## config.mk

```make
export PLATFORM = sky130hd
export DESIGN_NAME = framed_time_sync_parser_core
export DESIGN_NICKNAME = d
export VERILOG_FILES = /design/src/rtl/core/ftsp_pkg.sv /design/src/rtl/core/ftsp_parser.sv /design/src/rtl/core/framed_time_sync_parser_core.sv
export VERILOG_INCLUDE_DIRS = /design/src /design/src/rtl/core
export SDC_FILE = /design/constraint.sdc
export NUM_CORES = 1
export LEC_CHECK = 0
export BUFFER_PORTS_ARGS = -buffer_cell sky130_fd_sc_hd__buf_4
export CORE_ASPECT_RATIO = 1.1
export CORE_UTILIZATION = 40
export DETAILED_ROUTE_END_ITERATION = 10
export PLACE_DENSITY = 0.64
export SETUP_SLACK_MARGIN = 0.2
export SLEW_MARGIN = 20
export SYNTH_ARGS = -nofsm -noshare
export SYNTH_HDL_FRONTEND = slang
export SYNTH_HIERARCHICAL = 1
export SYNTH_SLANG_ARGS = --single-unit
```

## constraint.sdc

```tcl
create_clock -name i_clk -period 7.6 [get_ports i_clk]
set_clock_uncertainty 0.1 [all_clocks]
set_input_delay 0 -clock i_clk [delete_from_list [all_inputs] [get_ports i_clk]]
set_output_delay 0 -clock i_clk [all_outputs]
set_load 0.005 [all_outputs]
```

## src/rtl/core/framed_time_sync_parser_core_assert.svh

```systemverilog
// Assertion macros shared by the framed time-sync parser RTL.
`ifndef FRAMED_TIME_SYNC_PARSER_CORE_ASSERT_SVH
`define FRAMED_TIME_SYNC_PARSER_CORE_ASSERT_SVH

// Same-cycle implication, disabled while reset is asserted.
`define FTSP_ASSERT_IMP(lbl, clk, rstn, ante, cons, msg) \
    lbl: assert property (@(posedge clk) disable iff (!rstn) (ante) |-> (cons)) \
        else $error(msg);

// Next-cycle implication, disabled while reset is asserted.
`define FTSP_ASSERT_NXT(lbl, clk, rstn, ante, cons, msg) \
    lbl: assert property (@(posedge clk) disable iff (!rstn) (ante) |=> (cons)) \
        else $error(msg);

`endif

```

## src/rtl/core/ftsp_pkg.sv

```systemverilog
// Types and constants of the framed time-sync parser.
package ftsp_pkg;

    localparam int unsigned SYNC_LEN = 7;
    localparam int unsigned CFG_AW   = 8;

    localparam logic [7:0] LIMIT_CAP = 8'd250;

    // Configuration register indexes
    localparam logic [CFG_AW-1:0] REG_START_MARKER = 8'd0;
    localparam logic [CFG_AW-1:0] REG_END_MARKER   = 8'd1;
    localparam logic [CFG_AW-1:0] REG_SYNC_CMD     = 8'd2;
    localparam logic [CFG_AW-1:0] REG_MAX_LEN      = 8'd3;

    // Reset values of the configuration registers
    localparam logic [7:0] RST_START_MARKER = 8'd2;
    localparam logic [7:0] RST_END_MARKER   = 8'd3;
    localparam logic [7:0] RST_SYNC_CMD     = 8'd1;
    localparam logic [7:0] RST_MAX_LEN      = 8'd123;

    typedef struct packed {
        logic [7:0] start_marker;
        logic [7:0] end_marker;
        logic [7:0] time_sync_command;
        logic [7:0] max_payload_len;
    } t_cfg;

    typedef struct packed {
        logic [7:0]  hour;
        logic [7:0]  minute;
        logic [7:0]  second;
        logic [15:0] year;
        logic [7:0]  month;
        logic [7:0]  day;
    } t_time;

    // Parser status toward the handshake logic
    typedef struct packed {
        logic at_end;  // next beat is the end-marker slot of a frame
        logic hit;     // this beat closes a good time-sync frame
    } t_prs_stat;

endpackage

```

## src/rtl/core/ftsp_parser.sv

```systemverilog
// Frame parser: position counter, running XOR and payload capture.
`include "framed_time_sync_parser_core_assert.svh"

module ftsp_parser (
    input  logic               i_clk,
    input  logic               i_rst_n,
    input  logic               i_beat,
    input  logic [7:0]         i_rx_byte,
    input  ftsp_pkg::t_cfg     i_cfg,
    output ftsp_pkg::t_prs_stat o_stat,
    output ftsp_pkg::t_time    o_time
);
    import ftsp_pkg::*;

    logic [7:0] r_pos;
    logic [7:0] r_len;
    logic [7:0] r_chk;
    logic [7:0] r_cmd;
    logic [7:0] r_rchk;
    logic [7:0] r_payload [SYNC_LEN];

    logic [7:0] n_pos;
    logic [7:0] n_len;
    logic [7:0] n_chk;
    logic [7:0] n_cmd;
    logic [7:0] n_rchk;

    logic [7:0] w_limit;
    logic [8:0] w_chk_pos;
    logic       w_in_payload;
    logic       w_at_chk;
    logic       w_at_end;
    logic [7:0] w_k;
    logic       w_cap;
    logic       w_good;

    assign w_limit      = (i_cfg.max_payload_len > LIMIT_CAP) ? LIMIT_CAP
                                                               : i_cfg.max_payload_len;
    assign w_chk_pos    = {1'b0, r_len} + 9'd3;
    assign w_in_payload = (r_pos >= 8'd3) && ({1'b0, r_pos} < w_chk_pos);
    assign w_at_chk     = ({1'b0, r_pos} == w_chk_pos);
    assign w_at_end     = (r_pos >= 8'd3) && !w_in_payload && !w_at_chk;
    assign w_k          = r_pos - 8'd3;
    assign w_cap        = i_beat && w_in_payload && (w_k < 8'(SYNC_LEN));

    assign w_good = (i_rx_byte == i_cfg.end_marker) && (r_chk == r_rchk) &&
                    (r_cmd == i_cfg.time_sync_command) && (r_len == 8'(SYNC_LEN));

    always_comb begin
        n_pos  = r_pos;
        n_len  = r_len;
        n_chk  = r_chk;
        n_cmd  = r_cmd;
        n_rchk = r_rchk;
        if (r_pos == 8'd0) begin
            if (i_rx_byte == i_cfg.start_marker) begin
                n_pos = 8'd1;
            end
        end else if (r_pos == 8'd1) begin
            n_cmd = i_rx_byte;
            n_chk = i_rx_byte;
            n_pos = 8'd2;
        end else if (r_pos == 8'd2) begin
            if (i_rx_byte > w_limit) begin
                n_pos = 8'd0;
                n_len = 8'd0;
            end else begin
                n_len = i_rx_byte;
                n_chk = r_chk ^ i_rx_byte;
                n_pos = 8'd3;
            end
        end else if (w_in_payload) begin
            n_chk = r_chk ^ i_rx_byte;
            n_pos = r_pos + 8'd1;
        end else if (w_at_chk) begin
            n_rchk = i_rx_byte;
            n_pos  = r_pos + 8'd1;
        end else begin
            n_pos = 8'd0;
            n_len = 8'd0;
        end
    end

    always_ff @(posedge i_clk) begin
        if (!i_rst_n) begin
            r_pos  <= 8'd0;
            r_len  <= 8'd0;
            r_chk  <= 8'd0;
            r_cmd  <= 8'd0;
            r_rchk <= 8'd0;
        end else if (i_beat) begin
            r_pos  <= n_pos;
            r_len  <= n_len;
            r_chk  <= n_chk;
            r_cmd  <= n_cmd;
            r_rchk <= n_rchk;
        end
    end

    // Only the first seven payload bytes are kept
    always_ff @(posedge i_clk) begin
        if (w_cap) begin
            r_payload[w_k[2:0]] <= i_rx_byte;
        end
    end

    assign o_stat.at_end = w_at_end;
    assign o_stat.hit    = i_beat && w_at_end && w_good;

    assign o_time.hour   = r_payload[0];
    assign o_time.minute = r_payload[1];
    assign o_time.second = r_payload[2];
    assign o_time.year   = {r_payload[3], r_payload[4]};
    assign o_time.month  = r_payload[5];
    assign o_time.day    = r_payload[6];

    `FTSP_ASSERT_IMP(a_len_capped, i_clk, i_rst_n, 1'b1, r_len <= LIMIT_CAP,
                     "frame length above cap")
    `FTSP_ASSERT_IMP(a_hunt_len_zero, i_clk, i_rst_n, r_pos < 8'd3, r_len == 8'd0,
                     "length not cleared before payload phase")
    `FTSP_ASSERT_NXT(a_end_back_hunt, i_clk, i_rst_n, i_beat && w_at_end, r_pos == 8'd0,
                     "end slot did not return to hunting")

endmodule

```

## src/rtl/core/framed_time_sync_parser_core.sv

```systemverilog
// Top level of the framed time-sync parser: config registers, handshakes, result register.
//
// Input channel: one received byte per beat on i_rx_byte, qualified by i_valid,
// held off by o_stall. Frames are START, CMD, LEN, LEN payload bytes, CHK, END;
// the XOR of CMD, LEN and payload must match CHK. A good frame with the
// time-sync command and LEN of 7 yields one result beat; every other frame is
// dropped without a trace.
// Output channel: o_valid with the time fields, held off by i_stall.
// Throughput: one byte per cycle while o_stall is low. The parser state
// updates in the cycle a byte is taken; the result shows in the output register
// in the cycle after the end byte is accepted.
// Backpressure: bytes keep flowing while a result waits to be taken; only the
// end byte of a frame is held off (o_stall) while the output register is full
// and stalled, since that is the one byte that can produce a new result.
// Reset (synchronous, active low) restores the default markers, command and
// length limit, returns the parser to hunting and empties the output register.
// The user must make config writes while the block is idle; the block does not enforce it.
`include "framed_time_sync_parser_core_assert.svh"

module framed_time_sync_parser_core (
    input  logic                         i_clk,
    input  logic                         i_rst_n,
    input  logic                         i_cfg_we,
    input  logic [ftsp_pkg::CFG_AW-1:0]  i_cfg_addr,
    input  logic [7:0]                   i_cfg_data,
    input  logic                         i_valid,
    output logic                         o_stall,
    input  logic [7:0]                   i_rx_byte,
    output logic                         o_valid,
    input  logic                         i_stall,
    output logic [7:0]                   o_hour,
    output logic [7:0]                   o_minute,
    output logic [7:0]                   o_second,
    output logic [15:0]                  o_year,
    output logic [7:0]                   o_month,
    output logic [7:0]                   o_day
);
    import ftsp_pkg::*;

    t_cfg       r_cfg;
    logic       r_out_valid;
    t_time      r_out;
    t_prs_stat  w_stat;
    t_time      w_time;
    logic       w_beat;
    logic       w_out_full;

    always_ff @(posedge i_clk) begin
        if (!i_rst_n) begin
            r_cfg.start_marker      <= RST_START_MARKER;
            r_cfg.end_marker        <= RST_END_MARKER;
            r_cfg.time_sync_command <= RST_SYNC_CMD;
            r_cfg.max_payload_len   <= RST_MAX_LEN;
        end else if (i_cfg_we) begin
            case (i_cfg_addr)
                REG_START_MARKER: r_cfg.start_marker      <= i_cfg_data;
                REG_END_MARKER:   r_cfg.end_marker        <= i_cfg_data;
                REG_SYNC_CMD:     r_cfg.time_sync_command <= i_cfg_data;
                REG_MAX_LEN:      r_cfg.max_payload_len   <= i_cfg_data;
                default: ;
            endcase
        end
    end

    assign w_out_full = r_out_valid && i_stall;
    assign o_stall    = w_out_full && w_stat.at_end;
    assign w_beat     = i_valid && !o_stall;

    ftsp_parser u_parser (
        .i_clk     (i_clk),
        .i_rst_n   (i_rst_n),
        .i_beat    (w_beat),
        .i_rx_byte (i_rx_byte),
        .i_cfg     (r_cfg),
        .o_stat    (w_stat),
        .o_time    (w_time)
    );

    always_ff @(posedge i_clk) begin
        if (!i_rst_n) begin
            r_out_valid <= 1'b0;
        end else if (w_stat.hit) begin
            r_out_valid <= 1'b1;
        end else if (!i_stall) begin
            r_out_valid <= 1'b0;
        end
    end

    always_ff @(posedge i_clk) begin
        if (w_stat.hit) begin
            r_out <= w_time;
        end
    end

    assign o_valid  = r_out_valid;
    assign o_hour   = r_out.hour;
    assign o_minute = r_out.minute;
    assign o_second = r_out.second;
    assign o_year   = r_out.year;
    assign o_month  = r_out.month;
    assign o_day    = r_out.day;

    `FTSP_ASSERT_IMP(a_hit_needs_beat, i_clk, i_rst_n, w_stat.hit, w_beat,
                     "result raised without an input beat")
    `FTSP_ASSERT_IMP(a_no_overwrite, i_clk, i_rst_n, w_stat.hit, !w_out_full,
                     "pending result overwritten")
    `FTSP_ASSERT_IMP(a_rise_from_beat, i_clk, i_rst_n, $rose(r_out_valid), $past(w_beat),
                     "result appeared without an end beat")

endmodule
```

==> qor.log, run 1 <==
qor: worst_setup_path.critical_path.max_fanout 12
qor: die.floorplan.initialDensity 40.7%
qor: power.netSwitchingPower 0.000410 W
qor: route.drtIter0Drc 318
qor: worst_setup_path.critPathLaunch u_parser/r_len[0]
qor: power.power-per-cell-area 204 nW/um2
qor: timing.final_setup_violation_count 0
qor: global_route.global_route.usage.met1 20.4%
qor: place.numPortBuffers 86
qor: global_route.grt_start_max_net_pins 79
qor: timing.hold_fails_final_rpt 0
qor: global_route.vias_in_the_first_global_route 5006
qor: die.dieHeight 148 um
qor: synthesis.yosysMostFrequentCell sky130_fd_sc_hd__edfxtp_1
qor: route.route.final.wire_length 17000 um
qor: power.power.leakage 3.40 nW
qor: place.detailedPlace.worstSlack 1.80 ns
qor: power.netSwitchingFraction 21.4%
qor: die.core-area 19100 um2
qor: timing.finalWorstPathRequiredPeriod 5.86 ns
qor: timing.setup_repair_after_global_routing_missed_its_margin false
qor: power.comb_power_share 3.4%
qor: power.vdd_drop_max 0.151 mV
qor: worst_setup_path.start_kind flop
qor: cts.clkSlewWorstSetupHoldPaths 0.07 ns
qor: die.num_rows 53
qor: die.die_area 20000 um2
qor: die.design.portCount 87
qor: timing.timing_max_transition_violations_final 0
qor: global_route.grt_most_used_layer met2
qor: synthesis.netlist.area_leader.share 43.2%
qor: route.remaining_drc_errors 0
qor: timing.max_slew_margin 31.9%
qor: worst_hold_path.worstHoldStart i_cfg_addr[0]
qor: finish.diodes 0
qor: worst_setup_path.cpPeakStageDelay 0.83 ns
qor: outcome.status complete, no violations
qor: worst_setup_path.cp_data_required_time 7.55 ns
qor: power.intPower 0.00151 W
qor: timing.achievable-frequency 171 MHz
qor: worst_setup_path.setup.worst_path.end_class flop
qor: route.detail_route.vias_per_cell 5.17
qor: finish.drive_gt1_share 18.7%
qor: finish.area_growth 20.4%
qor: worst_setup_path.slowest_stage sky130_fd_sc_hd__nor3_1
qor: synthesis.synth_sequential_area_ratio 62.0%
qor: worst_setup_path.critPathKind flop to flop
qor: route.overall_via_count_from_detail_route 5136
qor: synthesis.yosys_warnings 6
qor: synthesis.syn_inst 635
qor: power.power.sequential.fraction 55.2%
qor: global_route.grt_use_met3 4.33%
qor: synthesis.synth_top_cells_by_area sky130_fd_sc_hd__edfxtp_1, sky130_fd_sc_hd__dfxtp_1, sky130_fd_sc_hd__mux2i_1
qor: power.power_frac_clock 41.4%
qor: die.die_w 135 um
qor: synthesis.syn_area_per_cell 12.3 um2
qor: worst_setup_path.cp.arrival 5.81 ns
qor: place.placement.cell_area 8630 um2
qor: synthesis.synth.cells.most_frequent sky130_fd_sc_hd__edfxtp_1, sky130_fd_sc_hd__nand2_1, sky130_fd_sc_hd__dfxtp_1
qor: synthesis.post_synth_top_area_cell sky130_fd_sc_hd__edfxtp_1
qor: worst_hold_path.min-delay-path-class input port to flop
qor: timing.worst_pin_slew 1.01 ns
qor: global_route.grt_pass1_wl 26000 um
qor: route.route.detailed.wl_per_inst 17.1 um
qor: cts.cts_buffers 17
qor: route.antenna_violating_nets_post_route 0
qor: synthesis.synth_edf_count 112
qor: timing.fin_crit_sh 77.1%
qor: global_route.gr-usage-met2 30.4%
qor: run.maxCapViolations 0
qor: cts.cts_post_setup_buffers_inserted 0
qor: worst_setup_path.cp_common_cell sky130_fd_sc_hd__ha_1
qor: worst_setup_path.category_of_cells_accounting_for_the_largest_share_of_critical_path_delay simple AND/OR/NAND/NOR gates
qor: worst_setup_path.critical_path.n_buffers_inverters 1
qor: synthesis.post_synth_instance_area 7780 um2
qor: global_route.globalRoute.totalOverflow 0
qor: synthesis.asyncSetResetFlopFracSynth 0%
qor: synthesis.synth.net_count 686
qor: cts.cts_htree_levels 4
qor: finish.nets 785
qor: worst_setup_path.timing.rr.start u_parser/r_len[0]
qor: cts.tritoncts yes
qor: timing.final.setup.worst_slack 1.74 ns
qor: timing.final.setup.tns 0 ns
qor: cts.cts_resized 0
qor: global_route.antenna_found_initial 0
qor: cts.clock_sinks 185
qor: route.drt_pass1_iterations 5
qor: synthesis.ys_ff_latch 185
qor: global_route.globalRouteTotalUtil 17.4%
qor: cts.cts_hold_buffers 21
qor: place.detailed_placement_wirelength_estimate 11500 um
qor: cts.clk_path_buf_depth 2
qor: synthesis.ys.flop_type sky130_fd_sc_hd__edfxtp_1
qor: synthesis.count_of_cell_types_in_the_netlist 58
qor: worst_setup_path.worstPathCellList inv_1, ha_1, nand3b_1, or2_2, xor2_1, ha_1, nand3_1, or4b_2, o221a_2, and3_1, nor2b_1, o2111ai_1, nor4_1, nand2_1, nor3_1
qor: cts.clk_root_buffer_cell sky130_fd_sc_hd__clkbuf_16
qor: place.gpl.final_weighted_congestion 0.844
qor: finish.final_design_area_no_fill 9370 um2
qor: cts.insertion_delay 0.43 ns
worst register-to-register path, cell delays in order (launching register included):
cell                        delay [ns]
sky130_fd_sc_hd__dfxtp_1          0.39
sky130_fd_sc_hd__inv_1            0.10
sky130_fd_sc_hd__ha_1             0.23
sky130_fd_sc_hd__nand3b_1         0.23
sky130_fd_sc_hd__or2_2            0.34
sky130_fd_sc_hd__xor2_1           0.15
sky130_fd_sc_hd__ha_1             0.34
sky130_fd_sc_hd__nand3_1          0.11
sky130_fd_sc_hd__or4b_2           0.68
sky130_fd_sc_hd__o221a_2          0.17
sky130_fd_sc_hd__and3_1           0.21
sky130_fd_sc_hd__nor2b_1          0.70
sky130_fd_sc_hd__o2111ai_1        0.21
sky130_fd_sc_hd__nor4_1           0.48
sky130_fd_sc_hd__nand2_1          0.22
sky130_fd_sc_hd__nor3_1           0.83
cells by family (layout without fill, tap and decap cells):
group	Yosys count	count (layout)	share of synthesized area, %
flip-flops	185	185	62.0
multiplexers	49	49	6.32
adder cells (fa/ha/maj)	22	22	3.54
XOR/XNOR	40	40	4.50
AO/OA/AOI/OAI	64	64	5.93
buffers and inverters	46	158	2.56
AND/OR/NAND/NOR	229	229	15.2
stage by stage:
stage / total power [W] / hold slack, ns / utilization (%) / std cells
2_1_floorplan: 0.00111 / -0.00113 / - / 635
3_3_place_gp: 0.00114 / 0.175 / 45.1 / 940
3_5_place_dp: 0.00114 / 0.186 / 45.2 / 941
4_1_cts: 0.00193 / 0.00182 / 49.1 / 994
5_1_grt: 0.00198 / 0.0260 / 49.1 / 994
6_report: 0.00192 / 0.0166 / 49.1 / 994
registers in the layout, indices dropped and copies added (netlist names):
name	count
o_day	8
o_hour	8
o_minute	8
o_month	8
o_second	8
o_valid	1
o_year	16
r_cfg	32
u_parser/r_chk	8
u_parser/r_cmd	8
u_parser/r_len	8
u_parser/r_payload	56
u_parser/r_pos	8
u_parser/r_rchk	8
path summary, 6_finish.rpt:
| path | end | slack [ns] | depth (start not counted) |
|---|---|---|---|
| worst max register to register | u_parser/r_payload[0][2] | 1.74 | 15 |
| worst min-delay path | r_cfg[1] | 0.02 | 3 |
| worst max-delay path | u_parser/r_payload[0][2] | 1.74 | 15 |
| worst min register to register | o_hour[3] | 0.32 | 0 |
cell type report:
cell class / count / area [um2]
Clock buffer: 20 / 437
Timing Repair Buffer: 109 / 883
Sequential cell: 185 / 4820
Fill cell: 1670 / 9730
Tap cell: 247 / 309
Inverter: 17 / 63.8
Clock inverter: 12 / 90.1
Multi-Input combinational cell: 404 / 2760
layout by cell type (no fill, tap or decap), types with 9 or more instances in the layout:
| cell type | instances |
|---|---|
| sky130_fd_sc_hd__edfxtp_1 | 112 |
| sky130_fd_sc_hd__nand2_1 | 100 |
| sky130_fd_sc_hd__buf_4 | 87 |
| sky130_fd_sc_hd__dfxtp_1 | 73 |
| sky130_fd_sc_hd__mux2i_1 | 48 |
| sky130_fd_sc_hd__xnor2_1 | 31 |
| sky130_fd_sc_hd__nor2_1 | 27 |
| sky130_fd_sc_hd__ha_1 | 22 |
| sky130_fd_sc_hd__dlygate4sd3_1 | 21 |
| sky130_fd_sc_hd__nor2b_1 | 19 |
| sky130_fd_sc_hd__nand3_1 | 19 |
| sky130_fd_sc_hd__nand4_1 | 19 |
| sky130_fd_sc_hd__clkbuf_16 | 17 |
| sky130_fd_sc_hd__nor3_1 | 15 |
| sky130_fd_sc_hd__a21oi_1 | 15 |
| sky130_fd_sc_hd__inv_1 | 15 |
| sky130_fd_sc_hd__xor2_1 | 9 |
power groups by stage:
stage / sequential [W] / combinational, W / clock (W)
after floorplan: 0.00108 / 0.0000278 / 0
after global placement: 0.00108 / 0.0000575 / 0
after detailed placement: 0.00108 / 0.0000587 / 0
after CTS: 0.00106 / 0.0000662 / 0.000808
after global routing: 0.00106 / 0.0000706 / 0.000850
final: 0.00106 / 0.0000657 / 0.000793
layer usage:
layer  vias to the layer above  share of wire [%]
met3                        22                4.8
li1                       2493                  -
met1                      2477                 43
met4                         0                1.7
met5                         -                  0
met2                       144                 51
(Power assumes the default switching activity.)
==> inputs of run 2 (changes only) <==
==> constraint.sdc (replaced) <==
create_clock -name i_clk -period 5.8 [get_ports i_clk]
set_clock_uncertainty 0.1 [all_clocks]
set_input_delay 0 -clock i_clk [delete_from_list [all_inputs] [get_ports i_clk]]
set_output_delay 0 -clock i_clk [all_outputs]
set_load 0.005 [all_outputs]
==> run 2 against run 1 <==
Net effect: sequential cell count unchanged; sequential share of layout area is 0.46 points lower; combinational power grew 33%; first-iteration DRC count grew 3.5%; fmax grew 19%; critical path depth stayed put; non-clock buffer count is 8 higher; routed wire length decreased by 0.88%; worst hold slack better by 0.0077 ns; final cell count up 0.80%; largest power group unchanged.
==> qor.log, run 2 (synthesis results as in run 1) <==
qor: die.num_rows 53
qor: worst_setup_path.worst-path-stages 15
qor: power.power.sequential.fraction 54.3%
qor: timing.final_setup_violation_count 0
qor: die.dieHeight 148 um
qor: finish.mostFrequentLayoutCell sky130_fd_sc_hd__edfxtp_1
qor: power.intPower 0.00198 W
qor: die.floorplan.initialDensity 40.7%
qor: timing.hold_fails_final_rpt 0
qor: outcome.status complete, no violations
qor: timing.worst_pin_slew 0.846 ns
qor: global_route.globalRoute.totalOverflow 0
qor: finish.final_design_area_no_fill 9450 um2
qor: global_route.vias_in_the_first_global_route 4922
qor: die.core-area 19100 um2
qor: finish.multi_input_logic_area 2760 um2
qor: global_route.grt_pass1_wl 26100 um
qor: worst_setup_path.setup.worst_path.end_class flop
qor: die.die_w 135 um
qor: timing.achievable-frequency 204 MHz
qor: die.die_area 20000 um2
qor: worst_hold_path.holdPathStages 4
qor: finish.area_growth 21.4%
qor: worst_hold_path.min-delay-path-class input port to flop
qor: cts.clock_sinks 185
qor: run.maxCapViolations 0
qor: timing.final.setup.tns 0 ns
qor: finish.diodes 0
qor: cts.cts_htree_levels 4
qor: power.power.total 0.00255 W
qor: worst_setup_path.cp_data_required_time 5.76 ns
qor: cts.clk_root_buffer_cell sky130_fd_sc_hd__clkbuf_16
qor: power.netSwitchingFraction 22.2%
qor: power.comb_power_share 3.4%
qor: route.route.detailed.wl_per_inst 16.8 um
qor: cts.cts_post_setup_buffers_inserted 0
qor: finish.nets 793
qor: timing.setup_repair_after_global_routing_missed_its_margin false
qor: timing.timing_max_transition_violations_final 0
qor: route.drtIter0Drc 329
qor: power.power-per-cell-area 270 nW/um2
qor: cts.clkSlewWorstSetupHoldPaths 0.07 ns
qor: timing.finalWorstPathRequiredPeriod 4.91 ns
qor: place.numPortBuffers 86
qor: worst_setup_path.r2r.worst_path.cells 15
qor: power.netSwitchingPower 0.000567 W
qor: route.detail_route.vias_per_cell 5.10
qor: finish.n_fill_cell 1685
qor: route.route.final.wire_length 16800 um
qor: cts.insertion_delay 0.43 ns
qor: power.vdd_drop_max 0.202 mV
qor: worst_setup_path.cp.arrival 4.87 ns
qor: route.drt_pass1_iterations 5
qor: global_route.grt_start_max_net_pins 79
qor: worst_setup_path.category_of_cells_accounting_for_the_largest_share_of_critical_path_delay simple AND/OR/NAND/NOR gates
qor: worst_setup_path.start_kind flop
qor: finish.largest_register_ff_count 56
qor: global_route.globalRouteTotalUtil 17.4%
qor: worst_setup_path.critical_path.n_buffers_inverters 1
qor: worst_setup_path.slowest_stage sky130_fd_sc_hd__or4b_2
qor: timing.fin_crit_sh 84.7%
qor: worst_setup_path.critical_path.max_fanout 8
qor: finish.seq_area 4820 um2
qor: place.detailed_placement_wirelength_estimate 11400 um
qor: cts.clk_path_buf_depth 2
qor: power.power_frac_clock 42.3%
qor: cts.tritoncts yes
qor: route.antenna_violating_nets_post_route 0
qor: finish.drive_gt1_share 19.3%
qor: worst_setup_path.cpPeakStageDelay 0.68 ns
qor: route.remaining_drc_errors 0
qor: place.gpl.final_weighted_congestion 0.846
qor: finish.final_cell_mix sky130_fd_sc_hd__edfxtp_1, sky130_fd_sc_hd__nand2_1, sky130_fd_sc_hd__buf_4, sky130_fd_sc_hd__dfxtp_1, sky130_fd_sc_hd__mux2i_1
qor: worst_setup_path.cp_common_cell sky130_fd_sc_hd__ha_1
qor: die.design.portCount 87
qor: cts.cts_buffers 17
qor: cts.cts_hold_buffers 24
qor: cts.cts_resized 0
qor: power.power.leakage 3.44 nW
qor: place.placement.cell_area 8660 um2
qor: worst_setup_path.critPathKind flop to flop
qor: route.overall_via_count_from_detail_route 5110
qor: timing.max_slew_margin 43.3%
qor: global_route.antenna_found_initial 0
qor: worst_setup_path.worstPathCellList inv_1, ha_1, nand3b_1, or2_2, xor2_1, ha_1, nand3_1, or4b_2, o221a_2, and3_1, nor2b_1, o2111ai_1, nor4_1, nand2_1, nor2_1
-- run 2: worst paths after layout --
kind	startpoint	endpoint	slack, ns
setup reg to reg	u_parser/r_len[0]	u_parser/r_payload[2][6]	0.89
hold reg to reg	u_parser/r_payload[4][2]	o_year[2]	0.32
setup / recovery	u_parser/r_len[0]	u_parser/r_payload[2][6]	0.89
hold / removal	i_cfg_addr[6]	r_cfg[7]	0.02
-- run 2: worst min-delay path, cell delays in order --
cell and delay [ns]:
sky130_fd_sc_hd__buf_4 0.09, sky130_fd_sc_hd__nor4b_4 0.04, sky130_fd_sc_hd__nand4_2 0.25, sky130_fd_sc_hd__mux2i_1 0.12
-- run 2: metrics by stage --
step                utilization (%)  hold slack [ns]  setup slack [ns]  std cells
finish                         49.5           0.0243             0.890       1002
global placement               45.3            0.169              1.02        946
floorplan                         -         -0.00113             0.278        635
detailed placement             45.3            0.175             0.922        946
global route                   49.5           0.0409             0.563       1002
CTS                            49.5          0.00530             0.904       1002
-- run 2: power by group through the flow --
stage | logic, W | clock network (W) | registers, W
2_1_floorplan | 0.0000364 | 0 | 0.00141
3_3_place_gp | 0.0000762 | 0 | 0.00141
3_5_place_dp | 0.0000782 | 0 | 0.00141
4_1_cts | 0.0000885 | 0.00110 | 0.00138
5_1_grt | 0.0000942 | 0.00115 | 0.00138
6_report | 0.0000874 | 0.00108 | 0.00138
-- run 2: area by class of cell --
cell class	instances	share of cell area (%)
Clock buffer	17	4.50
Timing Repair Buffer	117	9.93
Sequential cell	185	51.0
Multi-Input combinational cell	404	29.2
Clock inverter	15	1.38
Tap cell	247	3.27
Inverter	17	0.675
-- run 2: metal layers --
| metal | wire length, um | global-route usage (%) | up-vias |
|---|---|---|---|
| li1 | - | - | 2506 |
| met1 | 7260 | 20.9 | 2456 |
| met2 | 8580 | 30.8 | 126 |
| met3 | 694 | 3.41 | 22 |
| met4 | 265 | 6.57 | 0 |
| met5 | 0 | 0 | - |
